## src/sv/stereo_envelope_follower_assert.svh

```systemverilog
// ----------------------------------------------------------------------------
// Assertion macros for the stereo envelope follower
// Immediate-consequence and next-cycle forms, clocked on clk, held off in reset.
// ----------------------------------------------------------------------------
`ifndef STEREO_ENVELOPE_FOLLOWER_ASSERT_SVH
`define STEREO_ENVELOPE_FOLLOWER_ASSERT_SVH

// consequence holds in the same cycle as the antecedent
`define SEF_ASSERT_SAME(label, ante, cons, msg) \
    label: assert property (@(posedge clk) disable iff (!rst_n) (ante) |-> (cons)) \
        else $error(msg);

// consequence holds in the cycle after the antecedent
`define SEF_ASSERT_NEXT(label, ante, cons, msg) \
    label: assert property (@(posedge clk) disable iff (!rst_n) (ante) |=> (cons)) \
        else $error(msg);

`endif

```

## src/sv/sef_pkg.sv

```systemverilog
// ----------------------------------------------------------------------------
// sef_pkg
// Types and fixed-point constants shared by the envelope follower modules.
// ----------------------------------------------------------------------------
package sef_pkg;

    localparam int SAMPLE_BITS = 16;
    localparam int COEFF_W     = 16;
    localparam int ENV_W       = 20;
    localparam int CFG_IDX_W   = 3;

    // prev_out + x - prev_in needs two extra bits
    localparam int DIFF_W  = SAMPLE_BITS + 2;
    // |hp| fits SAMPLE_BITS unsigned, sum of two one more
    localparam int MAG_W   = SAMPLE_BITS;
    localparam int SUM_W   = SAMPLE_BITS + 1;

    localparam int MAC_A_W = (DIFF_W > ENV_W + 1) ? DIFF_W : ENV_W + 1;
    localparam int MAC_B_W = COEFF_W + 2;
    localparam int MAC_P_W = MAC_A_W + MAC_B_W;
    localparam int ACC_W   = MAC_P_W + 1;

    localparam int DET_SHIFT = SAMPLE_BITS - 4;

    localparam logic signed [ACC_W-1:0] Q16_RND = ACC_W'(1) << (COEFF_W - 1);
    localparam logic signed [ACC_W-1:0] DET_RND = ACC_W'(1) << (DET_SHIFT - 1);

    localparam logic [MAC_B_W-1:0] COEFF_ONE = MAC_B_W'(1) << COEFF_W;

    localparam logic signed [SAMPLE_BITS-1:0] SMP_MAX = {1'b0, {(SAMPLE_BITS-1){1'b1}}};
    localparam logic signed [SAMPLE_BITS-1:0] SMP_MIN = {1'b1, {(SAMPLE_BITS-1){1'b0}}};
    localparam logic [ENV_W-1:0]              ENV_MAX = {ENV_W{1'b1}};

    // configuration register indexes
    localparam logic [CFG_IDX_W-1:0] CFG_HIGHPASS = CFG_IDX_W'(0);
    localparam logic [CFG_IDX_W-1:0] CFG_ATTACK   = CFG_IDX_W'(1);
    localparam logic [CFG_IDX_W-1:0] CFG_RELEASE  = CFG_IDX_W'(2);
    localparam logic [CFG_IDX_W-1:0] CFG_SENS     = CFG_IDX_W'(3);

    localparam logic [COEFF_W-1:0] HIGHPASS_RST = COEFF_W'(65365);
    localparam logic [COEFF_W-1:0] ATTACK_RST   = COEFF_W'(65399);
    localparam logic [COEFF_W-1:0] RELEASE_RST  = COEFF_W'(65522);
    localparam logic [COEFF_W-1:0] SENS_RST     = COEFF_W'(4096);

    typedef struct packed {
        logic signed [SAMPLE_BITS-1:0] left_sample;
        logic signed [SAMPLE_BITS-1:0] right_sample;
        logic                          mono;
        logic                          block_end;
    } sample_t;

    typedef struct packed {
        logic signed [SAMPLE_BITS-1:0] left_out;
        logic signed [SAMPLE_BITS-1:0] right_out;
        logic [ENV_W-1:0]              envelope;
        logic                          block_done;
    } result_t;

    // control for the shared multiply-accumulate
    typedef struct packed {
        logic en;      // load the accumulator this cycle
        logic chain;   // add to the accumulator rather than a rounding offset
        logic det_rnd; // detector rounding offset instead of Q16 half
    } mac_ctrl_t;

endpackage

```

## src/sv/sef_mac.sv

```systemverilog
// ----------------------------------------------------------------------------
// sef_mac
// Shared signed multiply-accumulate; one product per cycle into a register while ctrl.en is set.
// ----------------------------------------------------------------------------
module sef_mac (
    input  logic                              clk,
    input  sef_pkg::mac_ctrl_t                ctrl,
    input  logic signed [sef_pkg::MAC_A_W-1:0] op_a,
    input  logic signed [sef_pkg::MAC_B_W-1:0] op_b,
    output logic signed [sef_pkg::ACC_W-1:0]   acc
);
    import sef_pkg::*;

    logic signed [MAC_P_W-1:0] prod;
    logic signed [ACC_W-1:0]   base;
    logic signed [ACC_W-1:0]   acc_reg;
    logic signed [ACC_W-1:0]   acc_next;

    always_comb
    begin
        prod = op_a * op_b;
        if (ctrl.chain)
        begin
            base = acc_reg;
        end
        else if (ctrl.det_rnd)
        begin
            base = DET_RND;
        end
        else
        begin
            base = Q16_RND;
        end
        acc_next = base + ACC_W'(prod);
    end

    always_ff @(posedge clk)
    begin
        if (ctrl.en)
        begin
            acc_reg <= acc_next;
        end
    end

    assign acc = acc_reg;

endmodule

```

## src/sv/stereo_envelope_follower.sv

```systemverilog
// An accepted item steps S_HP_L to S_ENV_SAT, waits there while the last
// result stalls, then registers its result; no new item is taken before
// S_IDLE. The single shared multiply-accumulate takes five products per item
// (two filter taps, detector gain, two envelope terms) in eight steps.
// Reset: rst_n clears filter history, envelope and handshake state and loads
// the coefficient registers with their defaults; no clearing pass is needed.
// ----------------------------------------------------------------------------
// stereo_envelope_follower
// Stereo high-pass, rectify and attack/release smoothing to a Q4.16 envelope.
// ----------------------------------------------------------------------------
`include "stereo_envelope_follower_assert.svh"

module stereo_envelope_follower (
    input  logic                               clk,
    input  logic                               rst_n,
    // sample item channel
    input  logic                               sample_valid,
    output logic                               sample_stall,
    input  sef_pkg::sample_t                   sample,
    // result item channel
    output logic                               result_valid,
    input  logic                               result_stall,
    output sef_pkg::result_t                   result,
    // configuration writes
    input  logic                               cfg_valid,
    output logic                               cfg_ready,
    input  logic [sef_pkg::CFG_IDX_W-1:0]      cfg_index,
    input  logic [sef_pkg::COEFF_W-1:0]        cfg_data
);
    import sef_pkg::*;

    // Sequencer: each working step loads the MAC, consumes its result, or both.
    typedef enum logic [3:0] {
        S_IDLE,
        S_HP_L,     // MAC: left filter product
        S_SAT_L,    // left saturate / store; MAC: right filter product
        S_SAT_R,    // right saturate / store, sum of magnitudes
        S_DET,      // MAC: sum * sensitivity
        S_DSAT,     // detector saturate, pick attack or release
        S_ENV1,     // MAC: c * envelope
        S_ENV2,     // MAC: += (1 - c) * detector
        S_ENV_SAT   // saturate envelope, publish result
    } state_t;

    state_t state_reg, state_next;

    logic [COEFF_W-1:0] hp_coeff_reg, hp_coeff_next;
    logic [COEFF_W-1:0] attack_reg, attack_next;
    logic [COEFF_W-1:0] release_reg, release_next;
    logic [COEFF_W-1:0] sens_reg, sens_next;

    logic signed [SAMPLE_BITS-1:0] prev_out_reg [2];
    logic signed [SAMPLE_BITS-1:0] prev_out_next [2];
    logic signed [SAMPLE_BITS-1:0] prev_in_reg [2];
    logic signed [SAMPLE_BITS-1:0] prev_in_next [2];
    logic [ENV_W-1:0]              env_reg, env_next;

    // working item and intermediates
    sample_t                    item_reg, item_next;
    logic signed [DIFF_W-1:0]   diff_reg [2];
    logic signed [DIFF_W-1:0]   diff_next [2];
    logic [MAG_W-1:0]           mag_l_reg, mag_l_next;
    logic [SUM_W-1:0]           sum_reg, sum_next;
    logic [ENV_W-1:0]           det_reg, det_next;
    logic [COEFF_W-1:0]         c_reg, c_next;

    logic    result_valid_reg, result_valid_next;
    result_t result_reg, result_next;

    // shared MAC
    mac_ctrl_t                 mac_ctrl;
    logic signed [MAC_A_W-1:0] mac_a;
    logic signed [MAC_B_W-1:0] mac_b;
    logic signed [ACC_W-1:0]   mac_acc;

    // result taps on the accumulator
    logic signed [ACC_W-1:0]       hp_shift;
    logic                          hp_ovf;
    logic signed [SAMPLE_BITS-1:0] hp_sat;
    logic [MAG_W-1:0]              hp_mag;
    logic signed [ACC_W-1:0]       det_shift;
    logic [ENV_W-1:0]              det_sat;
    logic signed [ACC_W-1:0]       env_shift;
    logic [ENV_W-1:0]              env_sat;

    logic                          accept;
    logic                          publish;
    logic signed [SAMPLE_BITS-1:0] xr_in;

    sef_mac u_mac (
        .clk  (clk),
        .ctrl (mac_ctrl),
        .op_a (mac_a),
        .op_b (mac_b),
        .acc  (mac_acc)
    );

    assign sample_stall = (state_reg != S_IDLE);
    assign accept       = sample_valid && !sample_stall;
    assign publish      = (state_reg == S_ENV_SAT) && (!result_valid_reg || !result_stall);
    assign cfg_ready    = 1'b1;
    assign result_valid = result_valid_reg;
    assign result       = result_reg;
    assign xr_in        = sample.mono ? sample.left_sample : sample.right_sample;

    // Filter output: round(Q16), saturate to sample range, then magnitude.
    // Arithmetic shift gives floor, the rounding half is already in the MAC.
    always_comb
    begin
        hp_shift = mac_acc >>> COEFF_W;
        hp_ovf   = !((&hp_shift[ACC_W-1:SAMPLE_BITS-1]) || !(|hp_shift[ACC_W-1:SAMPLE_BITS-1]));
        if (hp_ovf)
        begin
            hp_sat = hp_shift[ACC_W-1] ? SMP_MIN : SMP_MAX;
        end
        else
        begin
            hp_sat = hp_shift[SAMPLE_BITS-1:0];
        end
        // most negative value maps to 2^(N-1), which still fits unsigned
        hp_mag = hp_sat[SAMPLE_BITS-1] ? MAG_W'(-hp_sat) : MAG_W'(hp_sat);

        // detector and envelope terms are never negative
        det_shift = mac_acc >>> DET_SHIFT;
        det_sat   = (|det_shift[ACC_W-1:ENV_W]) ? ENV_MAX : det_shift[ENV_W-1:0];
        env_shift = mac_acc >>> COEFF_W;
        env_sat   = (|env_shift[ACC_W-1:ENV_W]) ? ENV_MAX : env_shift[ENV_W-1:0];
    end

    // MAC operand selection per step
    always_comb
    begin
        mac_ctrl = '0;
        mac_a    = '0;
        mac_b    = '0;
        case (state_reg)
            S_HP_L:
            begin
                mac_ctrl.en = 1'b1;
                mac_a       = MAC_A_W'(diff_reg[0]);
                mac_b       = signed'({{(MAC_B_W-COEFF_W){1'b0}}, hp_coeff_reg});
            end
            S_SAT_L:
            begin
                mac_ctrl.en = 1'b1;
                mac_a       = MAC_A_W'(diff_reg[1]);
                mac_b       = signed'({{(MAC_B_W-COEFF_W){1'b0}}, hp_coeff_reg});
            end
            S_DET:
            begin
                mac_ctrl.en      = 1'b1;
                mac_ctrl.det_rnd = 1'b1;
                mac_a            = signed'({{(MAC_A_W-SUM_W){1'b0}}, sum_reg});
                mac_b            = signed'({{(MAC_B_W-COEFF_W){1'b0}}, sens_reg});
            end
            S_ENV1:
            begin
                mac_ctrl.en = 1'b1;
                mac_a       = signed'({{(MAC_A_W-ENV_W){1'b0}}, env_reg});
                mac_b       = signed'({{(MAC_B_W-COEFF_W){1'b0}}, c_reg});
            end
            S_ENV2:
            begin
                mac_ctrl.en    = 1'b1;
                mac_ctrl.chain = 1'b1;
                mac_a          = signed'({{(MAC_A_W-ENV_W){1'b0}}, det_reg});
                mac_b          = signed'(COEFF_ONE - {{(MAC_B_W-COEFF_W){1'b0}}, c_reg});
            end
            default:
            begin
                mac_ctrl = '0;
            end
        endcase
    end

    // Next-state logic
    always_comb
    begin
        state_next        = state_reg;
        hp_coeff_next     = hp_coeff_reg;
        attack_next       = attack_reg;
        release_next      = release_reg;
        sens_next         = sens_reg;
        prev_out_next     = prev_out_reg;
        prev_in_next      = prev_in_reg;
        env_next          = env_reg;
        item_next         = item_reg;
        diff_next         = diff_reg;
        mag_l_next        = mag_l_reg;
        sum_next          = sum_reg;
        det_next          = det_reg;
        c_next            = c_reg;
        result_valid_next = result_valid_reg;
        result_next       = result_reg;

        // Send config only while idle, unchecked; out-of-range indexes are dropped.
        if (cfg_valid && cfg_ready)
        begin
            case (cfg_index)
                CFG_HIGHPASS: hp_coeff_next = cfg_data;
                CFG_ATTACK:   attack_next   = cfg_data;
                CFG_RELEASE:  release_next  = cfg_data;
                CFG_SENS:     sens_next     = cfg_data;
                default:      hp_coeff_next = hp_coeff_reg;
            endcase
        end

        if (result_valid_reg && !result_stall)
        begin
            result_valid_next = 1'b0;
        end

        case (state_reg)
            S_IDLE:
            begin
                if (accept)
                begin
                    item_next              = sample;
                    item_next.right_sample = xr_in;
                    diff_next[0] = DIFF_W'(prev_out_reg[0]) + DIFF_W'(sample.left_sample)
                                 - DIFF_W'(prev_in_reg[0]);
                    diff_next[1] = DIFF_W'(prev_out_reg[1]) + DIFF_W'(xr_in)
                                 - DIFF_W'(prev_in_reg[1]);
                    state_next   = S_HP_L;
                end
            end
            S_HP_L:
            begin
                state_next = S_SAT_L;
            end
            S_SAT_L:
            begin
                prev_out_next[0] = hp_sat;
                prev_in_next[0]  = item_reg.left_sample;
                mag_l_next       = hp_mag;
                state_next       = S_SAT_R;
            end
            S_SAT_R:
            begin
                prev_out_next[1] = hp_sat;
                prev_in_next[1]  = item_reg.right_sample;
                sum_next         = SUM_W'(mag_l_reg) + SUM_W'(hp_mag);
                state_next       = S_DET;
            end
            S_DET:
            begin
                state_next = S_DSAT;
            end
            S_DSAT:
            begin
                det_next   = det_sat;
                c_next     = (det_sat > env_reg) ? attack_reg : release_reg;
                state_next = S_ENV1;
            end
            S_ENV1:
            begin
                state_next = S_ENV2;
            end
            S_ENV2:
            begin
                state_next = S_ENV_SAT;
            end
            S_ENV_SAT:
            begin
                // hold here while the previous result is still waiting
                if (publish)
                begin
                    env_next               = env_sat;
                    result_next.left_out   = item_reg.left_sample;
                    result_next.right_out  = item_reg.right_sample;
                    result_next.envelope   = env_sat;
                    result_next.block_done = item_reg.block_end;
                    result_valid_next      = 1'b1;
                    state_next             = S_IDLE;
                end
            end
            default:
            begin
                state_next = S_IDLE;
            end
        endcase
    end

    always_ff @(posedge clk or negedge rst_n)
    begin
        if (!rst_n)
        begin
            state_reg        <= S_IDLE;
            hp_coeff_reg     <= HIGHPASS_RST;
            attack_reg       <= ATTACK_RST;
            release_reg      <= RELEASE_RST;
            sens_reg         <= SENS_RST;
            prev_out_reg[0]  <= '0;
            prev_out_reg[1]  <= '0;
            prev_in_reg[0]   <= '0;
            prev_in_reg[1]   <= '0;
            env_reg          <= '0;
            result_valid_reg <= 1'b0;
        end
        else
        begin
            state_reg        <= state_next;
            hp_coeff_reg     <= hp_coeff_next;
            attack_reg       <= attack_next;
            release_reg      <= release_next;
            sens_reg         <= sens_next;
            prev_out_reg     <= prev_out_next;
            prev_in_reg      <= prev_in_next;
            env_reg          <= env_next;
            result_valid_reg <= result_valid_next;
        end
    end

    // payload, no reset
    always_ff @(posedge clk)
    begin
        item_reg   <= item_next;
        diff_reg   <= diff_next;
        mag_l_reg  <= mag_l_next;
        sum_reg    <= sum_next;
        det_reg    <= det_next;
        c_reg      <= c_next;
        result_reg <= result_next;
    end

    `SEF_ASSERT_NEXT(a_accept_starts, accept, state_reg == S_HP_L, "accept did not start filter")
    `SEF_ASSERT_SAME(a_coeff_pick, state_reg == S_ENV1, c_reg == attack_reg || c_reg == release_reg, "bad coeff")
    `SEF_ASSERT_SAME(a_result_source, $rose(result_valid_reg), $past(state_reg == S_ENV_SAT), "stray result")
    `SEF_ASSERT_NEXT(a_env_published, publish, result_reg.envelope == env_reg && state_reg == S_IDLE, "env")

endmodule

```

## config.mk

```make
export PLATFORM = sky130hd
export DESIGN_NAME = stereo_envelope_follower
export DESIGN_NICKNAME = d
export VERILOG_FILES = /design/src/sv/sef_pkg.sv /design/src/sv/sef_mac.sv /design/src/sv/stereo_envelope_follower.sv
export VERILOG_INCLUDE_DIRS = /design/src /design/src/sv
export SDC_FILE = /design/constraint.sdc
export NUM_CORES = 2
export LEC_CHECK = 0
export BUFFER_PORTS_ARGS = -buffer_cell sky130_fd_sc_hd__buf_2
export CAP_MARGIN = 20
export CORE_ASPECT_RATIO = 0.9
export CORE_MARGIN = 8
export CORE_UTILIZATION = 45
export CTS_CLUSTER_DIAMETER = 30
export DETAILED_ROUTE_END_ITERATION = 12
export MAX_ROUTING_LAYER = met4
export PLACE_DENSITY = 0.58
export SLEW_MARGIN = 25
export SYNTH_ARGS = -nofsm -noshare
export SYNTH_HDL_FRONTEND = slang
export SYNTH_HIERARCHICAL = 1
export SYNTH_SLANG_ARGS = --single-unit
```

## constraint.sdc

```tcl
create_clock -name clk -period 11 [get_ports clk]
set_input_delay 2.2 -clock clk [delete_from_list [all_inputs] [get_ports clk]]
set_output_delay 2.2 -clock clk [all_outputs]
set_load 0.02 [all_outputs]
```

==> summary.md <==
| Metric | Value |
|---|---|
| Run status | `finished clean` |
| Main flop type after synthesis | `edfxtp_1` |
| Pin count of the biggest net entering global routing | `84` |
| Share of cells above drive strength 1 | `0.155` |
| Setup bufs post-CTS | `0` |
| Max Freq | `100 MHz` |
| Synth Instances | `3179` |
| Grt met1 use | `0.296` |
| Routability Congestion | `0.904` |
| Synth area leader | `fa_1` |
| Critical hold path startpoint | `item_reg[0]$_DFFE_PP_` |
| Clock-pin slew of the registers on the worst-case setup and hold paths | `0.05 ns` |
| Slew headroom | `0.278` |
| Max Cap Viol | `0` |
| Full die area | `0.0851 mm2` |
| Fin Clk Skew | `0.0546 ns` |
| Hpwl dp | `65700 um` |
| # port buffers | `112` |
| Max reg flops | `53` |
| Clk sink count | `384` |
| Critical Path RT | `11.37 ns` |
| Vias/cell | `5.28` |
| Root Driver | `clkbuf_16` |
| Ys async rst share | `0.398` |
| Drt drc | `0` |
| Yosys synthesis warning count | `6` |
| Total grt overflow | `0` |
| Post-synthesis sequential area ratio | `0.316` |
| Synth top area share | `0.265` |
| Endpoint class of the critical path | `flip-flop` |
| Die height | `278 um` |
| # fillers | `6674` |
| Cts bufs inserted | `86` |
| DIE WIDTH | `307 um` |
| EDFF count, synth | `231` |
| RSZ-0062 raised after global routing | `no` |
| Global-route wire length before repair | `141000 um` |
| Wire length per cell | `19.7 um` |
| Worst setup SP type | `flip-flop` |
| PostCTS Resize Cnt | `0` |
| Nets | `4023` |
| Hold crit path type | `reg -> reg` |
| Clock Tree Buf Depth | `3` |
| Drt pass-1 iters | `6` |
| CP startpoint | `state_reg[3]$_DFFE_PN0P_` |
| Final min period | `9.96 ns` |
| DRT antenna net count | `0` |
| Cell area after synthesis | `0.0342 mm2` |
| #FFs+latches synth | `384` |
| Routed vias | `23400` |
| Initial Util | `0.451` |
| Worst Path Class, Setup | `reg -> reg` |
| Final Cycle Share | `0.906` |
| GR Layer Usage met3 | `0.0325` |
| R2R Path Start | `state_reg[3]$_DFFE_PN0P_` |
| Final wirelength | `87200 um` |
| Max FO, Critical Path | `18` |
| Met2 Use GR | `0.335` |
| Avg Inst Size Synth | `10.8 um2` |
| TritonCTS clock tree | `yes` |
| Worst Tran Pin Value | `1.08 ns` |
| Clk_lat worst skew | `0.64 ns` |
| Row count | `96` |
| Setup Total Neg Slack | `0 ns` |
| Initial DRC count | `1548` |
| Hold buffer count at cts | `0` |
| Core Box Area | `0.0758 mm2` |
| CTS HTree Levels | `3` |
| I/O pins | `114` |
| Final Setup Violations | `0` |
| Slew Limit Fails | `0` |
| Unique cell type count in the Yosys netlist | `89` |
| Final Hold Viols | `0` |
| Antenna violations before repair | `3` |
| Total track usage | `0.215` |
| CP Data Arrival Time | `10.34 ns` |
| Synth top area cells | `fa_1 27%, edfxtp_1 20%, dfrtp_1 8.3%, ha_1 7.2%, inv_1 6.7%` |
| GRT busiest layer | `met2` |
| Area grow syn2layout | `14.5%` |
| Vias in the first global route | `25100` |
## Yosys cell counts, drive strengths merged (7+ instances only)
cell type and n:
nand4 8, nand3 36, nor4 8, xnor2 59
o21a 19, a222oi 13, mux2i 23, buf 19
clkbuf 97, and3 8, o21ai 76, nor2 109
ha 197, edfxtp 231, nor3 36, a22oi 40
dfstp 40, a21o 28, o211ai 7, fa 453
a31oi 7, nand2 278, and2 202, xor2 37
a211oi 17, dfrtp 113, nor2b 15, inv 612
a21oi 112, mux2 132, nand2b 53
## cells by family (layout without fill, tap and decap cells)
family,count (synthesis),in the layout,share of synthesized area
fa+ha+maj,650,650,0.337
simple gates,787,787,0.117
buf+inv,730,935,0.0820
compound gates,375,375,0.0732
xor+xnor,96,96,0.0246
flops,384,384,0.316
other cells,2,9,0.000219
mux,155,155,0.0502
## final cells by class
type,count,area (um2),share of cell area
Multi-Input combinational cell,2070,20800,0.530
Clock buffer,102,2320,0.0594
Sequential cell,384,10800,0.276
Timing Repair Buffer,160,967,0.0247
Inverter,613,2300,0.0587
Antenna cell,2,5.00,0.000128
Clock inverter,60,702,0.0179
Tap cell,1029,1290,0.0329
## routing by layer
layer / vias to the layer above / routed length (um)
li1: 10500 / -
met1: 12000 / 39500
met2: 716 / 41000
met3: 144 / 4890
met4: 0 / 1810
met5: - / 0
## path summary, 6_finish.rpt
| check | endpoint | slack, ns | cells after the start |
|---|---|---|---|
| min reg2reg | result[0]$_DFFE_PP_ | 0.44 | 0 |
| min | result[0]$_DFFE_PP_ | 0.44 | 0 |
| min in group asynchronous | prev_in_reg[28]$_DFFE_PN0P_ | 1.56 | 1 |
| max in group asynchronous | env_reg[6]$_DFFE_PN0P_ | 8.16 | 2 |
| max | u_mac/acc[37]$_DFFE_PP_ | 1.04 | 26 |
| max reg2reg | u_mac/acc[37]$_DFFE_PP_ | 1.04 | 26 |
## cells in the final DEF (no fill, tap or decap), drive strengths merged, types with 9 or more instances in the layout
| master | netlist | final |
|---|---|---|
| nor3 | 36 | 36 |
| nand3 | 36 | 36 |
| fa | 453 | 453 |
| a21oi | 112 | 112 |
| buf | 19 | 160 |
| bufinv | 0 | 10 |
| xor2 | 37 | 37 |
| mux2i | 23 | 23 |
| xnor2 | 59 | 59 |
| nand2 | 278 | 278 |
| and2 | 202 | 202 |
| o21a | 19 | 19 |
| clkinv | 1 | 35 |
| a211oi | 17 | 17 |
| inv | 612 | 619 |
| o21ai | 76 | 76 |
| a222oi | 13 | 13 |
| nor2b | 15 | 15 |
| ha | 197 | 197 |
| clkbuf | 97 | 102 |
| a22oi | 40 | 40 |
| mux2 | 132 | 132 |
| a21o | 28 | 28 |
| edfxtp | 231 | 231 |
| nand2b | 53 | 53 |
| dfrtp | 113 | 113 |
| dfstp | 40 | 40 |
| nor2 | 109 | 109 |
| clkinvlp | 0 | 9 |
## stage by stage
step,std cells,cell area [um2],util,hold slack [ns],setup slack (ns)
4_1_cts,4416,39100,0.516,0.438,1.07
6_report,4420,39200,0.517,0.438,1.04
5_1_grt,4418,39200,0.517,0.455,0.430
3_3_place_gp,4251,36000,0.475,0.431,1.44
3_5_place_dp,4254,36100,0.476,0.414,1.10
2_1_floorplan,3184,34200,-,0.400,2.84
## worst max-delay path: stages (launching register included)
cell,delay [ns]
dfrtp_1,0.58
nand2b_1,0.53
or2_2,0.44
clkinv_1,0.50
a22oi_1,0.32
nand3_1,0.80
and2_1,0.46
fa_1,0.48
fa_1,0.52
inv_1,0.05
fa_1,0.53
inv_1,0.05
fa_1,0.47
fa_1,0.50
inv_1,0.06
fa_1,0.53
inv_1,0.04
ha_1,0.28
ha_1,0.36
and3_1,0.22
o21ai_0,0.07
o21ai_0,0.26
o31ai_1,0.46
nand3b_1,0.35
a41oi_1,0.48
o21ai_1,0.18
xor2_1,0.17
Power is not shown: default switching activity piles up to over one toggle a cycle in this logic, so the estimate is an artifact.
